===== src/rtl/aes_sb_pkg.sv =====
// ---------------------------------------------------------------------------
// AES SubBytes package
// GF(2^8) arithmetic, affine constants and pipeline control types.
// ---------------------------------------------------------------------------
package aes_sb_pkg;

    localparam int unsigned BYTE_W    = 8;
    localparam int unsigned HALF_W    = 64;
    localparam int unsigned LANES     = 16;
    localparam int unsigned DATA_W    = 2 * HALF_W;

    localparam logic [7:0] GF_REDUCE  = 8'h1b;
    localparam logic [7:0] AFFINE_XOR = 8'h63;

    typedef logic [7:0] gf_t;

    localparam gf_t AFFINE_COL [8] = '{
        8'h1f, 8'h3e, 8'h7c, 8'hf8, 8'hf1, 8'he3, 8'hc7, 8'h8f
    };

    // Load strobes for each pipeline stage, stage 4 is the output register
    typedef struct packed {
        logic ld1;
        logic ld2;
        logic ld3;
        logic ld4;
    } pipe_ctrl_t;

    function automatic gf_t gf_xtime(input gf_t v);
        gf_t r;
        r = {v[6:0], 1'b0};
        if (v[7]) begin
            r = r ^ GF_REDUCE;
        end
        return r;
    endfunction

    function automatic gf_t gf_mul(input gf_t a, input gf_t b);
        gf_t acc;
        gf_t pw;
        acc = '0;
        pw  = b;
        for (int k = 0; k < 8; k++) begin
            if (a[k]) begin
                acc = acc ^ pw;
            end
            pw = gf_xtime(pw);
        end
        return acc;
    endfunction

    function automatic gf_t gf_sq(input gf_t a);
        return gf_mul(a, a);
    endfunction

    function automatic gf_t sbox_affine(input gf_t t);
        gf_t r;
        r = AFFINE_XOR;
        for (int k = 0; k < 8; k++) begin
            if (t[k]) begin
                r = r ^ AFFINE_COL[k];
            end
        end
        return r;
    endfunction

endpackage


===== src/rtl/aes_sb_lane.sv =====
// ---------------------------------------------------------------------------
// S-box lane
// Three-stage x^254 exponentiation of one byte followed by the affine map.
// ---------------------------------------------------------------------------
module aes_sb_lane (
    input  logic                    aclk,
    input  aes_sb_pkg::pipe_ctrl_t  ctrl,
    input  aes_sb_pkg::gf_t         byte_in,
    output aes_sb_pkg::gf_t         sbox_out
);
    import aes_sb_pkg::*;

    gf_t s1_x2_reg, s1_x3_reg;
    gf_t s2_x2_reg, s2_x12_reg, s2_x15_reg;
    gf_t s3_x2_reg, s3_x252_reg;

    gf_t s1_x2_next, s1_x3_next;
    gf_t s2_x12_next, s2_x15_next;
    gf_t s3_x252_next;

    always_comb begin
        // x^2, x^3
        s1_x2_next   = gf_sq(byte_in);
        s1_x3_next   = gf_mul(s1_x2_next, byte_in);
        // x^12, x^15
        s2_x12_next  = gf_sq(gf_sq(s1_x3_reg));
        s2_x15_next  = gf_mul(s2_x12_next, s1_x3_reg);
        // x^240, x^252
        s3_x252_next = gf_mul(gf_sq(gf_sq(gf_sq(gf_sq(s2_x15_reg)))), s2_x12_reg);
        // x^254, affine
        sbox_out     = sbox_affine(gf_mul(s3_x252_reg, s3_x2_reg));
    end

    always_ff @(posedge aclk) begin
        if (ctrl.ld1) begin
            s1_x2_reg <= s1_x2_next;
            s1_x3_reg <= s1_x3_next;
        end
        if (ctrl.ld2) begin
            s2_x2_reg  <= s1_x2_reg;
            s2_x12_reg <= s2_x12_next;
            s2_x15_reg <= s2_x15_next;
        end
        if (ctrl.ld3) begin
            s3_x2_reg   <= s2_x2_reg;
            s3_x252_reg <= s3_x252_next;
        end
    end

endmodule


===== config.mk =====
export PLATFORM = sky130hd
export DESIGN_NAME = aes_sb_lane
export DESIGN_NICKNAME = d
export VERILOG_FILES = /design/src/rtl/aes_sb_pkg.sv /design/src/rtl/aes_sb_lane.sv
export SDC_FILE = /design/constraint.sdc
export NUM_CORES = 1
export LEC_CHECK = 0
export BUFFER_PORTS_ARGS = -buffer_cell sky130_fd_sc_hd__buf_2
export CAP_MARGIN = 20
export CORE_ASPECT_RATIO = 0.7
export CORE_MARGIN = 10
export CORE_UTILIZATION = 60
export CTS_BUF_LIST = sky130_fd_sc_hd__clkbuf_4 sky130_fd_sc_hd__clkbuf_8
export DETAILED_ROUTE_END_ITERATION = 10
export PLACE_DENSITY_LB_ADDON = 0.15
export SLEW_MARGIN = 40
export SYNTH_ARGS = -nofsm -noshare
export SYNTH_HDL_FRONTEND = slang
export SYNTH_SLANG_ARGS = --single-unit
export TNS_END_PERCENT = 20

===== constraint.sdc =====
create_clock -name aclk -period 9.8 [get_ports aclk]
set_clock_uncertainty 0.05 [all_clocks]
set_input_delay 1.96 -clock aclk [delete_from_list [all_inputs] [get_ports aclk]]
set_output_delay 1.96 -clock aclk [all_outputs]
set_load 0.01 [all_outputs]

==> impl_metrics.tcl, run 1 <==
set metrics [dict create \
    setup_ws_ps 1040 \
    die_width_um 181 \
    cts_tree "done" \
    post_dp_cell_area_mm2 0.0111 \
    reg2reg_slack_ps 1040 \
    cts.clk_slew.worst_paths_ps 110 \
    antenna_found_initial 0 \
    ctsLongestPathBuffers 2 \
    syn-num-nets 1446 \
    die_area_mm2 0.0241 \
    synthesis.area_mm2 0.0109 \
    drtIter0Drc 837 \
    setup_viol 0 \
    seq_area_mm2 0.00168 \
    fin_crit_ps 8760 \
    hpwl_um 18500 \
    hold_class "flop to flop" \
    slew_headroom_pct 43.3 \
    multi_input_area_mm2 0.00887 \
    drive_above_1_share_pct 7.61 \
    wl_um 24700 \
    cp_data_arrival_time_ps 8770 \
    gp_congestion 0.893 \
    synth.avg_cell_area_um2 7.67 \
    cts_buffers 5 \
    path_common_cell "ha_1" \
    post-synth-top-count-cell "xnor2_1" \
    synth-main-ff-cell "edfxtp_1" \
    async_flop_share_pct 0 \
    cts_root_buf "clkbuf_8" \
    cts_hold_buf 0 \
    report.final.slew_viol_count 0 \
    max_cap_viol_count 0 \
    hold_violations 0 \
    ant_nets 0 \
    routedWlPerCell_um 15.3 \
    cp_slowest_stage_delay_ps 700 \
    rsz0062_at_grt "no" \
    yosys-top-cells-area "xnor2_1, edfxtp_1, xor2_1" \
    grt_pass1_wl_um 41600 \
    crit_type "flop to flop" \
    worstPathRequired_ps 9800 \
    drc 0 \
    grt_max_degree 32 \
    synth_top_area_share_pct 27.5 \
    status "finished, final reports clean" \
    clkLatencyLatePin_ps 320 \
    core_area_mm2 0.0180 \
    vias_per_cell 5.86 \
    portBuffers 19 \
    crit_path_max_fanout 17 \
    ctsResizeCount 0 \
    dr.pass1.iters 5 \
    num-fill-cells 1609 \
    grt_pass1_vias 8445 \
    track_usage_pct 19.7 \
    initial_core_util_pct 60.9 \
    critPathCaptureType "flop" \
    post-cts-setup-buffers 0 \
    synth-seq-cells 56 \
    clock_sinks 56 \
    cp_slowest_cell "ha_1" \
    die_h_um 133 \
    setup_tns_ps 0 \
    grt_overflow_total 0 \
    seq_area_frac_synth_pct 15.4 \
    htree_levels 2 \
    insertedDiodeCount 0 \
    synthCells 1426 \
    worst_pin_slew_ps 844 \
    area_growth_syn_to_layout_pct 3.27 \
    synth_cell_types 88 \
    preCtsSetupSlack_ps 1170 \
    rows 41 \
    synth-warning-count 0 \
    boundaryPins 21 \
    yosys.area.top_type "xnor2_1" \
    finalInstanceArea_mm2 0.0113 \
    synth_edf_count 56 \
    fin_crit_sh_pct 89.4 \
    fmax_mhz 114 \
    vias 9464 \
    nNetsFinal 1398 \
    start_kind "flop" \
    yosys-top-cells-count "xnor2_1, nand2_1, xor2_1" \
]
==> critical path: cells and delay by family (launching register included) <==
family	cells	cell delay [ps]
AO/OA/AOI/OAI	5	1180
XOR/XNOR	7	1720
adder cells (fa/ha/maj)	4	2060
buffers and inverters	4	1170
flip-flops	1	650
multiplexers	1	270
AND/OR/NAND/NOR	7	1400
==> routing by layer <==
metal  vias up  GRT usage [%]  wire length [µm]
met2       288           29.5             10500
met4         0           1.89                89
li1       4715              -                 -
met3        10           2.56              1590
met1      4451           30.0             12500
met5         -              0                 0
==> area by class of cell <==
class	instances	area share [%]
Clock inverter	3	0.222
Tap cell	236	2.61
Clock buffer	5	0.609
Inverter	27	0.897
Multi-Input combinational cell	1249	78.5
Sequential cell	56	14.9
Timing Repair Buffer	39	2.24
==> worst paths after layout <==
check | start | endpoint | cells after the start
worst max-delay path | s2_x15_reg[7] | s3_x252_reg[3] | 28
worst min register to register | s2_x2_reg[5] | s3_x2_reg[5] | 0
worst min-delay path | s2_x2_reg[5] | s3_x2_reg[5] | 0
worst max register to register | s2_x15_reg[7] | s3_x252_reg[3] | 28
==> cells in the final DEF (no fill, tap or decap), types with 13 or more instances in the layout <==
cell / netlist / routed
a21oi_1: 83 / 83
a31oi_1: 13 / 13
buf_2: 11 / 19
buf_4: 6 / 18
edfxtp_1: 56 / 56
inv_1: 22 / 22
mux2i_1: 23 / 23
nand2_1: 230 / 230
nand2b_1: 17 / 17
nand3_1: 32 / 32
nor2_1: 106 / 106
nor3_1: 16 / 16
o211ai_1: 13 / 13
o21ai_0: 58 / 58
o22ai_1: 19 / 19
xnor2_1: 344 / 335
xnor2_2: 7 / 16
xor2_1: 110 / 103
==> through the flow <==
stage / cells / hold WS [ps] / utilization (%)
detailed placement: 1606 / 355 / 62.0
finish: 1615 / 358 / 62.9
CTS: 1614 / 364 / 62.5
global route: 1615 / 380 / 62.9
global placement: 1605 / 351 / 61.6
floorplan: 1426 / 350 / -
==> kinds of logic (layout without fill, tap and decap cells) <==
family,Yosys count,count (layout),share of synthesized area (%)
xor gates and xnor gates,483,483,41.9
adders and majority gates,7,7,0.801
and+or+nand+nor,466,466,19.1
DFF,56,56,15.4
muxes,26,26,2.44
buffers and inverters,121,74,4.62
AOI/OAI and AO/OA,267,267,15.8
Power of run 1 is left out: the tool's default activity adds up to more than one toggle a clock period on the data nets, which glitch-free logic cannot reach.
==> run 2: changes to the inputs <==
ABC_AREA = 1   (was default)
==> impl_metrics.tcl, run 2 <==
set metrics [dict create \
    report.final.slew_viol_count 0 \
    die_area_mm2 0.0310 \
    critPathCaptureType "flop" \
    hold_class "flop to flop" \
    drive_above_1_share_pct 7.75 \
    cts_buffers 5 \
    synth-seq-cells 56 \
    antenna_found_initial 0 \
    instances_no_fill 2937 \
    yosys-top-cells-area "nand2_1, xor2_1, edfxtp_1" \
    ant_nets 0 \
    grt_max_degree 25 \
    wl_um 38600 \
    setup_tns_ps 0 \
    hold_violations 0 \
    start_kind "flop" \
    path_common_cell "nand2_1" \
    seq_area_frac_synth_pct 11.5 \
    clkLatencyLatePin_ps 330 \
    met2_usage_pct 35.3 \
    die_width_um 206 \
    boundaryPins 21 \
    fin_crit_sh_pct 82.8 \
    status "finished, final reports clean" \
    fin_crit_ps 8110 \
    num-fill-cells 2354 \
    grt_overflow_total 0 \
    htree_levels 2 \
    dr.pass1.iters 6 \
    track_usage_pct 24.1 \
    worst_pin_slew_ps 869 \
    gp_congestion 0.975 \
    cp_slowest_stage_delay_ps 850 \
    ctsResizeCount 0 \
    rows 47 \
    crit_family "simple AND/OR/NAND/NOR gates" \
    yosys.area.top_type "nand2_1" \
    clock_sinks 56 \
    synthesis.area_mm2 0.0146 \
    synth_top_area_share_pct 27.6 \
    vias_per_cell 5.37 \
    drtIter0Drc 1610 \
    cts_root_buf "clkbuf_8" \
    final_common_cell "nand2_1" \
    max_cap_viol_count 0 \
    cts.clk_slew.worst_paths_ps 130 \
    dp_cells 2929 \
    synth_edf_count 56 \
    drc 0 \
    cp_data_arrival_time_ps 8140 \
    die_h_um 150 \
    grt_pass1_wl_um 63800 \
    final_cell_mix "nand2_1, nand3_1, inv_1" \
    crit_path_max_fanout 21 \
    synth_cell_types 36 \
    portBuffers 19 \
    post-cts-setup-buffers 0 \
    routedWlPerCell_um 13.1 \
    async_flop_share_pct 0 \
    grtUsageMet1_pct 36.6 \
    post-synth-top-count-cell "nand2_1" \
    worstPathRequired_ps 9830 \
    cp_slowest_cell "edfxtp_1" \
    syn-num-nets 2668 \
    nNetsFinal 2638 \
    synth-main-ff-cell "edfxtp_1" \
    crit_type "flop to flop" \
    synthCells 2648 \
    slew_headroom_pct 41.9 \
    synth-warning-count 0 \
    gr-usage-met3_pct 4.23 \
    ctsLongestPathBuffers 2 \
    cp.buffers_inverters 11 \
    insertedDiodeCount 0 \
    top_usage_layer "met1" \
    grt_pass1_vias 13400 \
    yosys-top-cells-count "nand2_1, nand3_1, inv_1" \
    hpwl_um 30400 \
    fmax_mhz 123 \
    holdWs_ps 377 \
    rsz0062_at_grt "no" \
    setup_viol 0 \
    initial_core_util_pct 61.4 \
    core_area_mm2 0.0238 \
    vias 15800 \
    cts_tree "done" \
    area_growth_syn_to_layout_pct 2.02 \
    cts_hold_buf 0 \
    synth.avg_cell_area_um2 5.51 \
]
## run 2: cell types whose count changed in the layout (fill, tap and decap cells not counted), moves of 17 or more
cell | previous run | this run
a21oi_1 | 83 | 15
inv_1 | 22 | 276
inv_2 | 1 | 41
mux2i_1 | 23 | 1
nand2_1 | 230 | 1071
nand2_2 | 1 | 74
nand2b_1 | 17 | 0
nand3_1 | 32 | 332
nor2_1 | 106 | 202
o21ai_0 | 58 | 23
o22ai_1 | 19 | 1
xnor2_1 | 335 | 154
xor2_1 | 103 | 227
## run 2: cell families (layout without fill, tap and decap cells)
kind of cell | count (synthesis) | after routing | share of synthesized area (%)
and+or+nand+nor | 1759 | 1759 | 51.7
muxes | 1 | 1 | 0.0686
AOI/OAI and AO/OA | 56 | 56 | 2.07
adders and majority gates | 7 | 7 | 0.600
buffers and inverters | 382 | 353 | 10.8
DFF | 56 | 56 | 11.5
xor gates and xnor gates | 387 | 387 | 23.3
## run 2: area by class of cell
cell class / count / area (µm²) / area share (%)
clock buffer: 5 / 68.8 / 0.462
inverter: 324 / 1220 / 8.22
multi-input combinational: 2210 / 11400 / 76.4
clock inverter: 3 / 27.5 / 0.185
timing repair buffer: 21 / 110 / 0.740
sequential: 56 / 1680 / 11.3
tap: 318 / 398 / 2.67
## run 2: path summary, 6_finish.rpt
path / from / end / slack (ps) / cells after the start
max: s2_x15_reg[7] / s3_x252_reg[2] / 1690 / 55
min: s2_x2_reg[5] / s3_x2_reg[5] / 380 / 0
max reg2reg: s2_x15_reg[7] / s3_x252_reg[2] / 1690 / 55
min reg2reg: s2_x2_reg[5] / s3_x2_reg[5] / 380 / 0
## run 2: per-layer routing
metal / up-vias / part of all wire (%)
met5: - / 0
met4: 0 / 0.65
met3: 29 / 9.8
met2: 619 / 41
met1: 7049 / 49
li1: 8089 / -
## run 2: per-stage QoR
step           utilization [%]  instance area, µm²  setup WS [ps]
2_1_floorplan                -               14600           3360
3_3_place_gp              62.1               14700           2050
3_5_place_dp              62.1               14800           1970
4_1_cts                   62.5               14900           1890
5_1_grt                   62.6               14900            948
6_report                  62.6               14900           1690
Power of run 2 is left out for the same reason.
==> run 3: changes to the inputs <==
clock period = 6.8 ns   (was 9.8 ns; I/O delays follow)
==> impl_metrics.tcl, run 3 (synthesis results as in run 2) <==
set metrics [dict create \
    status "finished, final reports clean" \
    worstHoldEndpoint "s2_x2_reg[3]" \
    r2r_cells 59 \
    crit_path_max_fanout 10 \
    max_cap_viol_count 0 \
    core_area_mm2 0.0238 \
    clock_sinks 56 \
    htree_levels 2 \
    grt_pass1_wl_um 65500 \
    wl_um 42100 \
    path_common_cell "nand2_1" \
    track_usage_pct 24.8 \
    cts_tree "done" \
    hold_start "s1_x2_reg[3]" \
    vias 16500 \
    r2r-start "s2_x15_reg[7]" \
    hold_violations 0 \
    cts_buffers 5 \
    antenna_found_initial 0 \
    final_cell_mix "nand2_1, nand3_1, inv_1" \
    cts_root_buf "clkbuf_8" \
    gp_congestion 0.966 \
    ant_nets 0 \
    hold_class "flop to flop" \
    start_kind "flop" \
    cts.clk_slew.worst_paths_ps 100 \
    cp_data_arrival_time_ps 6670 \
    grt_max_degree 25 \
    reg2reg_slack_ps 150 \
    routedWlPerCell_um 13.9 \
    whs_path_depth 0 \
    slew_headroom_pct 41.5 \
    vias_per_cell 5.44 \
    fmax_mhz 150 \
    die_h_um 150 \
    portBuffers 19 \
    setup_ws_ps 151 \
    critPathCaptureType "flop" \
    hpwl_um 31500 \
    ctsLongestPathBuffers 2 \
    worstPathRequired_ps 6820 \
    grt_pass1_vias 13700 \
    preCtsSetupSlack_ps -26.6 \
    drtIter0Drc 1656 \
    die_width_um 206 \
    crit_type "flop to flop" \
    report.final.slew_viol_count 0 \
    final_common_cell "nand2_1" \
    area_growth_syn_to_layout_pct 14.1 \
    cp_slowest_stage_delay_ps 520 \
    worst_pin_slew_ps 875 \
    initial_core_util_pct 61.4 \
    clkLatencyLatePin_ps 340 \
    boundaryPins 21 \
    nNetsFinal 2736 \
    rows 47 \
    cts_hold_buf 0 \
    cp_slowest_cell "edfxtp_1" \
    reg2reg_to "s3_x252_reg[7]" \
    die_area_mm2 0.0310 \
    drive_above_1_share_pct 16.4 \
    setup_viol 0 \
    fin_crit_ps 6650 \
    insertedDiodeCount 0 \
    grt_overflow_total 0 \
    rsz0062_at_grt "yes" \
    fin_crit_sh_pct 97.8 \
    drc 0 \
    dr.pass1.iters 6 \
]
-- run 3: changes by cell type in the layout (fill, tap and decap cells not counted), sizes merged --
cell / change
buf: +90
clkbuf: +4
inv: -1
dlymetal6s2s: +1
clkinv: +1
nand2: +3
-- run 3: timing repair --
item                       4_1_cts  5_1_grt
setup endpoints to repair        8        9
cloned                           0        6
pin swaps                        0       69
setup buffers                    2       52
resized for setup                6      237
-- run 3: area by class of cell --
type / instances / area [µm²]
Fill cell: 2086 / 7110
Inverter: 324 / 1260
Clock inverter: 3 / 22.5
Clock buffer: 5 / 68.8
Tap cell: 318 / 398
Multi-Input combinational cell: 2213 / 12300
Timing Repair Buffer: 116 / 945
Sequential cell: 56 / 1680
-- run 3: worst max-delay path: cells and delay by family (launching register included) --
family	cells	cell delay (ps)
compound gates	2	280
fa+ha+maj	2	650
buf+inv	9	710
flops	1	520
simple gates	46	4150
-- run 3: worst max path at each step --
stage,from,end,slack [ps],cells after the start
4_1_cts,s2_x15_reg[4],s3_x252_reg[0],9,52
6_report,s2_x15_reg[7],s3_x252_reg[7],150,59
3_3_place_gp,s2_x15_reg[7],s3_x252_reg[0],110,53
3_5_place_dp,s2_x15_reg[7],s3_x252_reg[6],-30,56
5_1_grt,s2_x15_reg[7],s3_x252_reg[7],-200,60
2_1_floorplan,s2_x15_reg[0],s3_x252_reg[7],360,58
-- run 3: metal layers --
layer  track usage [%]  routed length, µm  part of all wire, %  up-vias
li1                  -                  -                    -     8293
met1              38.2              19700                   47     7427
met2              36.3              17700                   42      739
met3              3.39               4250                   10       56
met4              3.09                446                  1.1        0
met5                 0                  0                    0        -
-- run 3: stage by stage --
step / util, % / setup TNS, ps / hold WS (ps) / area, µm² / std cells
global route: 70.1 / -1330 / 386 / 16600 / 3035
finish: 70.1 / 0 / 374 / 16600 / 3035
CTS: 64.0 / 0 / 376 / 15200 / 2977
floorplan: - / 0 / 350 / 14600 / 2648
detailed placement: 63.3 / -44.1 / 355 / 15000 / 2967
global placement: 63.3 / 0 / 351 / 15000 / 2967
Power of run 3 is left out for the same reason.
